`src/rtl/pidaw_pkg.sv`:
```
`timescale 1ns / 1ps

package pidaw_pkg;

   // Field widths
   localparam int DATA_W    = 16;
   localparam int ERR_W     = 17;
   localparam int DIFF_W    = 18;
   localparam int EFF_W     = 17;
   localparam int CSR_IDX_W = 3;

   // Shared multiplier operand and product widths
   localparam int MUL_W  = 20;
   localparam int PROD_W = 2 * MUL_W;

   // Error sum is fed to the multiplier in slices of this width
   localparam int CHUNK_W       = 16;
   localparam int SUM_WIDTH_DEF = 32;

   // Setpoint after reset: 25.5 in Q8.8
   localparam logic signed [DATA_W-1:0] TARGET_RESET = 16'sd6528;

   // Raw effort (Q16.16) at which integration is backed out: 255.0
   localparam int LIMIT_RAW = 16711680;
   // Smallest positive raw effort whose scaled, rounded value exceeds 255.0
   localparam int POS_CLAMP_RAW = 27853014;
   // Final effort limit in Q8.8
   localparam int EFFORT_MAX = 65280;
   // Smallest positive effort that a backed-out step can give
   localparam int HOLD_MIN_EFFORT = 39168;

   // Rounding of Q16.16 to Q8.8
   localparam int ROUND_HALF = 128;
   localparam int FRAC_DROP  = 8;

   // Positive path: q = floor(floor((3*raw + 640) / 256) / 5)
   localparam int POS_RAW_W    = 25;
   localparam int SCALED_W     = 27;
   localparam int Y_W          = SCALED_W - FRAC_DROP;
   localparam int POS_BIAS     = 640;
   localparam int RECIP5       = 419431;
   localparam int RECIP5_SHIFT = 21;

   typedef enum logic [CSR_IDX_W-1:0] {
      CSR_ENABLE = 3'd0,
      CSR_GAIN_P = 3'd1,
      CSR_GAIN_I = 3'd2,
      CSR_GAIN_D = 3'd3,
      CSR_TARGET = 3'd4
   } csr_index_type;

   typedef struct packed {
      logic                     enable;
      logic signed [DATA_W-1:0] gain_p;
      logic signed [DATA_W-1:0] gain_i;
      logic signed [DATA_W-1:0] gain_d;
      logic signed [DATA_W-1:0] target;
   } cfg_type;

endpackage

```
`src/rtl/pidaw_if.sv`:
```
`timescale 1ns / 1ps

// Sample channel
interface pidaw_req_if;
   import pidaw_pkg::*;
   logic                     valid;
   logic                     ready;
   logic signed [DATA_W-1:0] sample;
   modport source (output valid, output sample, input ready);
   modport sink   (input valid, input sample, output ready);
endinterface

// Effort channel
interface pidaw_rsp_if;
   import pidaw_pkg::*;
   logic                    valid;
   logic                    ready;
   logic signed [EFF_W-1:0] effort;
   logic                    windup_hold;
   logic                    clamped;
   modport source (output valid, output effort, output windup_hold, output clamped,
                   input ready);
   modport sink   (input valid, input effort, input windup_hold, input clamped,
                   output ready);
endinterface

// Register write channel
interface pidaw_csr_if;
   import pidaw_pkg::*;
   logic                 valid;
   logic                 ready;
   logic [CSR_IDX_W-1:0] index;
   logic [DATA_W-1:0]    data;
   modport source (output valid, output index, output data, input ready);
   modport sink   (input valid, input index, input data, output ready);
endinterface

```
`src/rtl/pidaw_csr.sv`:
```
`timescale 1ns / 1ps

module pidaw_csr (
   input  logic              clock,
   input  logic              reset,
   pidaw_csr_if.sink         csr_bus,
   output pidaw_pkg::cfg_type cfg,
   output logic              clear_state
);
   import pidaw_pkg::*;

   cfg_type cfg_ff;
   cfg_type cfg_in;
   logic    write_en;

   assign csr_bus.ready = 1'b1;
   assign write_en      = csr_bus.valid && csr_bus.ready;

   // Register decode; unknown indexes are dropped
   always_comb begin
      cfg_in      = cfg_ff;
      clear_state = 1'b0;
      if (write_en) begin
         case (csr_index_type'(csr_bus.index))
            CSR_ENABLE: begin
               cfg_in.enable = csr_bus.data[0];
               clear_state   = 1'b1;
            end
            CSR_GAIN_P: cfg_in.gain_p = signed'(csr_bus.data);
            CSR_GAIN_I: cfg_in.gain_i = signed'(csr_bus.data);
            CSR_GAIN_D: cfg_in.gain_d = signed'(csr_bus.data);
            CSR_TARGET: cfg_in.target = signed'(csr_bus.data);
            default: ;
         endcase
      end
   end

   always_ff @(posedge clock) begin
      if (reset) begin
         cfg_ff.enable <= 1'b0;
         cfg_ff.gain_p <= '0;
         cfg_ff.gain_i <= '0;
         cfg_ff.gain_d <= '0;
         cfg_ff.target <= TARGET_RESET;
      end else begin
         cfg_ff <= cfg_in;
      end
   end

   assign cfg = cfg_ff;

endmodule

```
`src/rtl/pidaw_mul.sv`:
```
`timescale 1ns / 1ps

module pidaw_mul (
   input  logic                                 clock,
   input  logic signed [pidaw_pkg::MUL_W-1:0]   op_a,
   input  logic signed [pidaw_pkg::MUL_W-1:0]   op_b,
   output logic signed [pidaw_pkg::PROD_W-1:0]  prod
);
   import pidaw_pkg::*;

   logic signed [PROD_W-1:0] prod_ff;

   // Signed multiply, product registered
   always_ff @(posedge clock) begin
      prod_ff <= op_a * op_b;
   end

   assign prod = prod_ff;

endmodule

```
`src/rtl/pid_controller_antiwindup.sv`:
```
`timescale 1ns / 1ps
// Channel   Interface      Role    Payload
// req_bus   pidaw_req_if   sink    sample (s16 Q8.8)
// rsp_bus   pidaw_rsp_if   source  effort (s17 Q8.8), windup_hold, clamped
// csr_bus   pidaw_csr_if   sink    index (3 bit), data (16 bit)
//
// Enabled, an item runs through ERR, MUL_P, MUL_D, one MUL_I per 16-bit slice of the
// sum, DRAIN, LIMIT, DIV and FIN: one 20x20 multiplier serves the
// P and D terms, each 16-bit slice of the error sum and the divide by five.
// Disabled, the sequencer goes straight from IDLE to FIN with a zero result.
// Synchronous reset clears the sequencer, result valid, registers and state.
// The result register frees the input side: a new sample is taken while a
// result still waits; only the final step stalls when the result is not taken.

module pid_controller_antiwindup #(
   parameter int SUM_WIDTH = pidaw_pkg::SUM_WIDTH_DEF
) (
   input  logic         clock,
   input  logic         reset,
   pidaw_req_if.sink    req_bus,
   pidaw_rsp_if.source  rsp_bus,
   pidaw_csr_if.sink    csr_bus
);
   import pidaw_pkg::*;

   localparam int NCHUNK = (SUM_WIDTH + CHUNK_W - 1) / CHUNK_W;
   localparam int PAD_W  = NCHUNK * CHUNK_W;
   localparam int ACC_W  = SUM_WIDTH + 18;
   localparam int CNT_W  = (NCHUNK > 1) ? $clog2(NCHUNK) : 1;
   localparam int QN_W   = ACC_W - FRAC_DROP;

   localparam logic signed [ACC_W-1:0] LIM_HI    = ACC_W'(LIMIT_RAW);
   localparam logic signed [ACC_W-1:0] LIM_LO    = -ACC_W'(LIMIT_RAW);
   localparam logic signed [ACC_W-1:0] POS_CLAMP = ACC_W'(POS_CLAMP_RAW);
   localparam logic signed [QN_W-1:0]  QN_MIN    = -QN_W'(EFFORT_MAX);
   localparam logic signed [EFF_W-1:0] EFF_HI    = EFF_W'(EFFORT_MAX);
   localparam logic signed [EFF_W-1:0] EFF_LO    = -EFF_W'(EFFORT_MAX);
   localparam logic [CNT_W-1:0]        LAST_CHUNK = CNT_W'(NCHUNK - 1);

   typedef enum logic [8:0] {
      ST_IDLE  = 9'b000000001,
      ST_ERR   = 9'b000000010,
      ST_MUL_P = 9'b000000100,
      ST_MUL_D = 9'b000001000,
      ST_MUL_I = 9'b000010000,
      ST_DRAIN = 9'b000100000,
      ST_LIMIT = 9'b001000000,
      ST_DIV   = 9'b010000000,
      ST_FIN   = 9'b100000000
   } state_type;

   cfg_type cfg;
   logic    clear_state;

   state_type state_ff, state_in;

   // Controller state
   logic signed [SUM_WIDTH-1:0] sum_ff;
   logic signed [ERR_W-1:0]     prev_ff;

   // Per-item working registers
   logic                        off_ff;
   logic signed [ERR_W-1:0]     err_ff;
   logic signed [DIFF_W-1:0]    diff_ff;
   logic signed [SUM_WIDTH-1:0] sum_new_ff;
   logic [CNT_W-1:0]            chunk_ff;
   logic [CNT_W-1:0]            pend_ff;
   logic signed [ACC_W-1:0]     acc_ff;
   logic                        hold_ff;
   logic                        pos_ff;
   logic                        big_ff;
   logic                        neg_clamp_ff;
   logic signed [EFF_W-1:0]     neg_q_ff;
   logic [Y_W-1:0]              y_ff;

   // Result register
   logic                        rsp_valid_ff;
   logic signed [EFF_W-1:0]     effort_ff;
   logic                        hold_out_ff;
   logic                        clamped_ff;

   logic                        req_fire;
   logic                        fin_go;
   logic signed [MUL_W-1:0]     op_a;
   logic signed [MUL_W-1:0]     op_b;
   logic signed [PROD_W-1:0]    prod;

   logic signed [ERR_W-1:0]     err_new;
   logic signed [SUM_WIDTH:0]   sum_wide;
   logic signed [SUM_WIDTH-1:0] sum_sat;
   logic signed [PAD_W-1:0]     sum_pad;
   logic [CHUNK_W-1:0]          chunk;
   logic                        chunk_last;
   logic signed [ACC_W-1:0]     prod_ext;
   logic signed [ACC_W-1:0]     rnd;
   logic signed [QN_W-1:0]      qn;
   logic [POS_RAW_W-1:0]        raw_low;
   logic [SCALED_W-1:0]         scaled;
   logic signed [EFF_W-1:0]     q_pos;
   logic signed [EFF_W-1:0]     effort_res;
   logic                        clamped_res;

   pidaw_csr u_csr (
      .clock       (clock),
      .reset       (reset),
      .csr_bus     (csr_bus),
      .cfg         (cfg),
      .clear_state (clear_state)
   );

   pidaw_mul u_mul (
      .clock (clock),
      .op_a  (op_a),
      .op_b  (op_b),
      .prod  (prod)
   );

   assign req_bus.ready = (state_ff == ST_IDLE);
   assign req_fire      = req_bus.valid && req_bus.ready;
   assign fin_go        = (state_ff == ST_FIN) && (!rsp_valid_ff || rsp_bus.ready);

   // Error and saturating sum
   assign err_new  = ERR_W'(cfg.target) - ERR_W'(req_bus.sample);
   assign sum_wide = (SUM_WIDTH+1)'(sum_ff) + (SUM_WIDTH+1)'(err_ff);
   always_comb begin
      if (sum_wide[SUM_WIDTH] != sum_wide[SUM_WIDTH-1]) begin
         sum_sat = sum_wide[SUM_WIDTH] ? {1'b1, {(SUM_WIDTH-1){1'b0}}}
                                       : {1'b0, {(SUM_WIDTH-1){1'b1}}};
      end else begin
         sum_sat = sum_wide[SUM_WIDTH-1:0];
      end
   end

   // Slice of the new sum for the integral product; only the top slice is signed
   assign sum_pad    = PAD_W'(sum_new_ff);
   assign chunk      = sum_pad[CHUNK_W*chunk_ff +: CHUNK_W];
   assign chunk_last = (chunk_ff == LAST_CHUNK);

   // Multiplier operand select; the divide operands stay on through the final
   // step so the quotient holds while the result waits
   always_comb begin
      case (state_ff)
         ST_MUL_P: begin
            op_a = MUL_W'(signed'(cfg.gain_p));
            op_b = MUL_W'(err_ff);
         end
         ST_MUL_D: begin
            op_a = MUL_W'(signed'(cfg.gain_d));
            op_b = MUL_W'(diff_ff);
         end
         ST_MUL_I: begin
            op_a = MUL_W'(signed'(cfg.gain_i));
            op_b = {{(MUL_W-CHUNK_W){chunk_last & chunk[CHUNK_W-1]}}, chunk};
         end
         ST_DIV, ST_FIN: begin
            op_a = MUL_W'(y_ff);
            op_b = MUL_W'(RECIP5);
         end
         default: begin
            op_a = '0;
            op_b = '0;
         end
      endcase
   end

   // Product aligned to its slice position
   assign prod_ext = ACC_W'(prod) <<< (CHUNK_W * pend_ff);

   // Limit stage: rounding of a negative effort, 3/5 scaling input of a positive one
   assign rnd     = acc_ff + ACC_W'(ROUND_HALF);
   assign qn      = rnd[ACC_W-1:FRAC_DROP];
   assign raw_low = acc_ff[POS_RAW_W-1:0];
   assign scaled  = SCALED_W'({raw_low, 1'b0}) + SCALED_W'(raw_low) + SCALED_W'(POS_BIAS);

   // Final effort select
   assign q_pos = prod[RECIP5_SHIFT +: EFF_W];
   always_comb begin
      if (off_ff) begin
         effort_res  = '0;
         clamped_res = 1'b0;
      end else if (!pos_ff) begin
         effort_res  = neg_q_ff;
         clamped_res = neg_clamp_ff;
      end else if (big_ff) begin
         effort_res  = EFF_HI;
         clamped_res = 1'b1;
      end else begin
         effort_res  = q_pos;
         clamped_res = 1'b0;
      end
   end

   // Sequencer
   always_comb begin
      state_in = state_ff;
      case (state_ff)
         ST_IDLE:  if (req_fire) state_in = cfg.enable ? ST_ERR : ST_FIN;
         ST_ERR:   state_in = ST_MUL_P;
         ST_MUL_P: state_in = ST_MUL_D;
         ST_MUL_D: state_in = ST_MUL_I;
         ST_MUL_I: if (chunk_last) state_in = ST_DRAIN;
         ST_DRAIN: state_in = ST_LIMIT;
         ST_LIMIT: state_in = ST_DIV;
         ST_DIV:   state_in = ST_FIN;
         ST_FIN:   if (fin_go) state_in = ST_IDLE;
         default:  state_in = ST_IDLE;
      endcase
   end

   always_ff @(posedge clock) begin
      if (reset) begin
         state_ff <= ST_IDLE;
      end else begin
         state_ff <= state_in;
      end
   end

   // Working registers
   always_ff @(posedge clock) begin
      case (state_ff)
         ST_IDLE: begin
            off_ff <= !cfg.enable;
            err_ff <= err_new;
         end
         ST_ERR: begin
            diff_ff    <= DIFF_W'(prev_ff) - DIFF_W'(err_ff);
            sum_new_ff <= sum_sat;
         end
         ST_MUL_P: begin
            acc_ff   <= '0;
            pend_ff  <= '0;
            chunk_ff <= '0;
         end
         ST_MUL_D: begin
            acc_ff  <= acc_ff + prod_ext;
            pend_ff <= '0;
         end
         ST_MUL_I: begin
            acc_ff   <= acc_ff + prod_ext;
            pend_ff  <= chunk_ff;
            chunk_ff <= chunk_ff + CNT_W'(1);
         end
         ST_DRAIN: begin
            acc_ff <= acc_ff + prod_ext;
         end
         ST_LIMIT: begin
            hold_ff      <= (acc_ff >= LIM_HI) || (acc_ff <= LIM_LO);
            pos_ff       <= !acc_ff[ACC_W-1] && (acc_ff != '0);
            big_ff       <= (acc_ff >= POS_CLAMP);
            neg_clamp_ff <= (qn < QN_MIN);
            neg_q_ff     <= (qn < QN_MIN) ? EFF_LO : qn[EFF_W-1:0];
            y_ff         <= scaled[SCALED_W-1:FRAC_DROP];
         end
         default: ;
      endcase
   end

   // Controller state: cleared on an enable write, committed when the result enters the result register
   always_ff @(posedge clock) begin
      if (reset || clear_state) begin
         sum_ff  <= '0;
         prev_ff <= '0;
      end else if (fin_go && !off_ff) begin
         sum_ff  <= hold_ff ? sum_ff : sum_new_ff;
         prev_ff <= err_ff;
      end
   end

   // Result register
   always_ff @(posedge clock) begin
      if (reset) begin
         rsp_valid_ff <= 1'b0;
      end else if (fin_go) begin
         rsp_valid_ff <= 1'b1;
      end else if (rsp_bus.ready) begin
         rsp_valid_ff <= 1'b0;
      end
   end

   always_ff @(posedge clock) begin
      if (fin_go) begin
         effort_ff   <= effort_res;
         hold_out_ff <= !off_ff && hold_ff;
         clamped_ff  <= clamped_res;
      end
   end

   assign rsp_bus.valid       = rsp_valid_ff;
   assign rsp_bus.effort      = effort_ff;
   assign rsp_bus.windup_hold = hold_out_ff;
   assign rsp_bus.clamped     = clamped_ff;

endmodule

```
`src/flat_wrapper.sv`:
```
// flat-port wrapper written by rule: the top's interface ports become plain ports
module pid_controller_antiwindup_flat import pidaw_pkg::*;
#(
   parameter int SUM_WIDTH = pidaw_pkg::SUM_WIDTH_DEF
)
  (clock, reset, req_bus_valid, req_bus_sample, req_bus_ready, rsp_bus_valid, rsp_bus_effort, rsp_bus_windup_hold, rsp_bus_clamped, rsp_bus_ready, csr_bus_valid, csr_bus_index, csr_bus_data, csr_bus_ready);
  pidaw_req_if req_bus_i ();
  pidaw_rsp_if rsp_bus_i ();
  pidaw_csr_if csr_bus_i ();
  input  logic clock;
  input  logic reset;
  input wire logic [$bits(req_bus_i.valid)-1:0] req_bus_valid;
  input wire logic [$bits(req_bus_i.sample)-1:0] req_bus_sample;
  output wire logic [$bits(req_bus_i.ready)-1:0] req_bus_ready;
  output wire logic [$bits(rsp_bus_i.valid)-1:0] rsp_bus_valid;
  output wire logic [$bits(rsp_bus_i.effort)-1:0] rsp_bus_effort;
  output wire logic [$bits(rsp_bus_i.windup_hold)-1:0] rsp_bus_windup_hold;
  output wire logic [$bits(rsp_bus_i.clamped)-1:0] rsp_bus_clamped;
  input wire logic [$bits(rsp_bus_i.ready)-1:0] rsp_bus_ready;
  input wire logic [$bits(csr_bus_i.valid)-1:0] csr_bus_valid;
  input wire logic [$bits(csr_bus_i.index)-1:0] csr_bus_index;
  input wire logic [$bits(csr_bus_i.data)-1:0] csr_bus_data;
  output wire logic [$bits(csr_bus_i.ready)-1:0] csr_bus_ready;
  assign req_bus_i.valid = req_bus_valid;
  assign req_bus_i.sample = req_bus_sample;
  assign req_bus_ready = req_bus_i.ready;
  assign rsp_bus_valid = rsp_bus_i.valid;
  assign rsp_bus_effort = rsp_bus_i.effort;
  assign rsp_bus_windup_hold = rsp_bus_i.windup_hold;
  assign rsp_bus_clamped = rsp_bus_i.clamped;
  assign rsp_bus_i.ready = rsp_bus_ready;
  assign csr_bus_i.valid = csr_bus_valid;
  assign csr_bus_i.index = csr_bus_index;
  assign csr_bus_i.data = csr_bus_data;
  assign csr_bus_ready = csr_bus_i.ready;
  pid_controller_antiwindup #(.SUM_WIDTH(SUM_WIDTH)) u_core (.clock(clock), .reset(reset), .req_bus(req_bus_i), .rsp_bus(rsp_bus_i), .csr_bus(csr_bus_i));
endmodule
```
`config.mk`:
```
export PLATFORM = sky130hd
export DESIGN_NAME = pid_controller_antiwindup_flat
export DESIGN_NICKNAME = d
export VERILOG_FILES = /design/src/rtl/pidaw_pkg.sv /design/src/rtl/pidaw_if.sv /design/src/rtl/pidaw_csr.sv /design/src/rtl/pidaw_mul.sv /design/src/rtl/pid_controller_antiwindup.sv /design/src/flat_wrapper.sv
export SDC_FILE = /design/constraint.sdc
export NUM_CORES = 2
export LEC_CHECK = 0
export BUFFER_PORTS_ARGS = -buffer_cell sky130_fd_sc_hd__clkbuf_2
export CORE_MARGIN = 2
export CORE_UTILIZATION = 60
export CTS_CLUSTER_SIZE = 40
export DETAILED_ROUTE_END_ITERATION = 12
export PLACE_DENSITY = 0.77
export SLEW_MARGIN = 20
export SYNTH_ARGS = -nofsm -noshare
export SYNTH_HDL_FRONTEND = slang
export SYNTH_HIERARCHICAL = 1
export SYNTH_SLANG_ARGS = --single-unit
export TNS_END_PERCENT = 20
```
`constraint.sdc`:
```
create_clock -name clock -period 16.02 [get_ports clock]
set_input_delay 0.801 -clock clock [delete_from_list [all_inputs] [get_ports clock]]
set_output_delay 0.801 -clock clock [all_outputs]
set_load 0.03 [all_outputs]
```
==> metrics.md <==
| Metric | Value |
|---|---|
| Slew Limit Headroom | `0.2592` |
| Worst skew pair latency | `590 ps` |
| Buffers on Ports | `60` |
| WHS | `458.9 ps` |
| Vias in the first global route | `28430` |
| Initial Util | `0.6066` |
| Top_reg_cell synth | `edfxtp_1` |
| Post-CTS Resized | `0` |
| Drt initial violations | `2283` |
| Synth warn | `6` |
| Seq/Total Area, Yosys | `0.2365` |
| Max_cap viols | `0` |
| Period utilization | `0.6155` |
| CTS HTree Levels | `2` |
| Post-Syn Area per Cell | `9.241 um^2` |
| Vias | `27740` |
| TritonRoute pass-1 iters | `6` |
| Total routed wirelength | `93.75 mm` |
| Total grt overflow | `0` |
| Worst Hold Class | `flop to flop` |
| RSZ-0062 raised after global routing | `no` |
| Max Slew Vio Count | `0` |
| Core Region | `0.06036 mm^2` |
| Setup TNS | `0 ps` |
| Die Area | `0.06301 mm^2` |
| Synth-to-Final Area Change | `6.059%` |
| Peak supply drop | `0.07086 mV` |
| Placed cells | `4667` |
| Worst-Margin Slew | `1109 ps` |
| # DRC | `0` |
| Post-DR vias/cell | `5.851` |
| Clock sinks | `343` |
| Hold Fails Final Rpt | `0` |
| Most frequent cells in the layout | `614 x inv_1, 427 x nand2_1, 424 x fa_1, 301 x ha_1, 226 x and2_1` |
| Most common cell after layout, fill and taps aside | `inv_1` |
| Highest clock rate | `101.4 MHz` |
| Final #Nets | `4693` |
| Postcts setup bufs | `0` |
| Worst setup margin | `6160 ps` |
| CP max stage delay | `930 ps` |
| Critical Path RT | `16450 ps` |
| Critical path's slowest cell | `a221o_1` |
| Final non-filler cell total | `4741` |
| CP max FO | `25` |
| Synth cell types | `93` |
| Ys async rst share | `0` |
| CTS buffer count | `40` |
| I/O Pins | `62` |
| Post-route ant nets | `0` |
| Lkg Pwr | `18.68 nW` |
| TritonCTS clock tree | `built` |
| Syn nets | `4727` |
| Layout cell share with drive strength beyond 1 | `0.06138` |
| CP endpoint kind | `flop` |
| CTS max path bufs | `3` |
| Post-DP HPWL | `71.29 mm` |
| Root buf cell | `clkbuf_16` |
| Mapped Area | `0.03661 mm^2` |
| Worst Setup Path Type | `flop to flop` |
| Wire per inst | `19.77 um` |
| Worst Setup Start Kind | `flop` |
| Endpoints failing setup | `0` |
| Routability congestion estimate | `0.9505` |
| Worst-path clk slew | `60 ps` |
| Layout filler cell count | `4977` |
| Dpl ws | `6354 ps` |
| Row Count | `90` |
| Pin count of the biggest net entering global routing | `93` |
| Die height | `251.0 um` |
| Period minus WS final | `9860 ps` |
| Initial antenna violation count | `0` |
| Flops & latches, synth | `343` |
| Total GRT Usage | `0.3056` |
| Hold Buf Count CTS | `0` |
| Syn Inst Count | `3962` |
| Status | `finished, final reports clean` |
| Die W | `251.0 um` |
| Skew final | `51.16 ps` |
| EDFF count, synth | `179` |
| Cell area power density | `59.14 mW/mm^2` |
| Critical Path AT | `10290 ps` |
| Most used cell, CP | `fa_1` |
| Global-route wire length before repair | `151.9 mm` |
| Ant diodes | `0` |
-- sequential cells by signal (all words and copies together), names as in the netlist, 18 cells and up --
name,flops
u_core/sum_new_ff,32
u_core/acc_ff,50
u_core/y_ff,19
u_core/u_csr/cfg,65
u_core/sum_ff,32
u_core/u_mul/prod,40
u_core/diff_ff,18
-- per-layer routing --
metal / part of all wire / vias up / wire length, um / track usage
li1: - / 12790 / - / -
met1: 0.42 / 13740 / 39380 / 0.4136
met2: 0.47 / 1017 / 44390 / 0.5068
met3: 0.075 / 194 / 6992 / 0.04929
met4: 0.032 / 0 / 2984 / 0.09371
met5: 0 / - / 0 / 0
-- final timing paths --
path                 startpoint               endpoint  slack [ps]  cells past startpoint
max          u_core/state_ff[5]  u_core/u_mul/prod[39]        6160                     27
min          u_core/prev_ff[13]     u_core/prev_ff[13]         460                      2
max reg2reg  u_core/state_ff[5]  u_core/u_mul/prod[39]        6160                     27
min reg2reg  u_core/prev_ff[13]     u_core/prev_ff[13]         460                      2
-- kinds of logic after synthesis --
group | Yosys count | synth area share
fa+ha+maj | 728 | 0.3355
buf+inv | 792 | 0.08273
flops | 343 | 0.2365
simple gates | 1217 | 0.1653
xor+xnor | 171 | 0.04111
other cells | 1 | 0.0001024
mux | 107 | 0.03004
compound gates | 603 | 0.1087
-- cell type report --
class                   count  area [um^2]  area share
flip-flops and latches    343         8658      0.2230
clock buffers              52         1066     0.02745
clock inverters            21        234.0    0.006025
multi-input cells        2827        24970      0.6429
repair buffers            101        620.6     0.01598
well taps                 782        978.4     0.02520
inverters                 615         2308     0.05945
-- Yosys cell counts, types with 9 or more instances --
cell type	number	share of area
a211oi_1	29	0.0059
a21boi_0	12	0.0025
a21o_1	61	0.013
a21oi_1	202	0.028
a21oi_2	9	0.0022
a221o_1	14	0.0038
a22o_1	12	0.0029
a22oi_1	11	0.0023
a31oi_1	17	0.0029
and2_1	226	0.039
and3_1	21	0.0036
clkbuf_1	156	0.016
dfxtp_1	164	0.090
edfxtp_1	179	0.15
fa_1	424	0.23
ha_1	301	0.10
inv_1	615	0.063
mux2_2	23	0.0071
mux2i_1	84	0.023
nand2_1	427	0.044
nand2b_1	113	0.019
nand3_1	37	0.0051
nand3b_1	10	0.0021
nand4_1	28	0.0048
nor2_1	209	0.021
nor2b_1	41	0.0070
nor3_1	38	0.0052
nor4_1	13	0.0022
o211ai_1	20	0.0041
o21a_1	22	0.0045
o21ai_0	99	0.014
o21ai_1	11	0.0015
o21bai_1	12	0.0025
o31ai_1	10	0.0021
or2_2	11	0.0019
or3_1	9	0.0015
xnor2_1	118	0.028
xor2_1	52	0.012
-- through the flow --
stage	power [mW]	util	instance area (um^2)
2_1_floorplan	1.276	-	36610
3_3_place_gp	1.380	0.6214	37510
3_5_place_dp	1.385	0.6214	37510
4_1_cts	2.296	0.6429	38810
5_1_grt	2.376	0.6433	38830
6_report	2.297	0.6433	38830
-- worst max-delay path, delay by kind of cell (launching register included) --
| kind | cells | cell delay [ps] |
|---|---|---|
| flops | 1 | 340 |
| compound gates | 4 | 1870 |
| buf+inv | 6 | 930 |
| mux | 1 | 200 |
| fa+ha+maj | 8 | 3900 |
| simple gates | 8 | 2420 |
-- report_power, final --
group	switching (mW)	internal, mW	leakage (nW)
registers	0.0309	0.955	2.86
logic	0.246	0.147	15.2
clock network	0.403	0.514	0.629
Power figures use the tool's default switching activity.
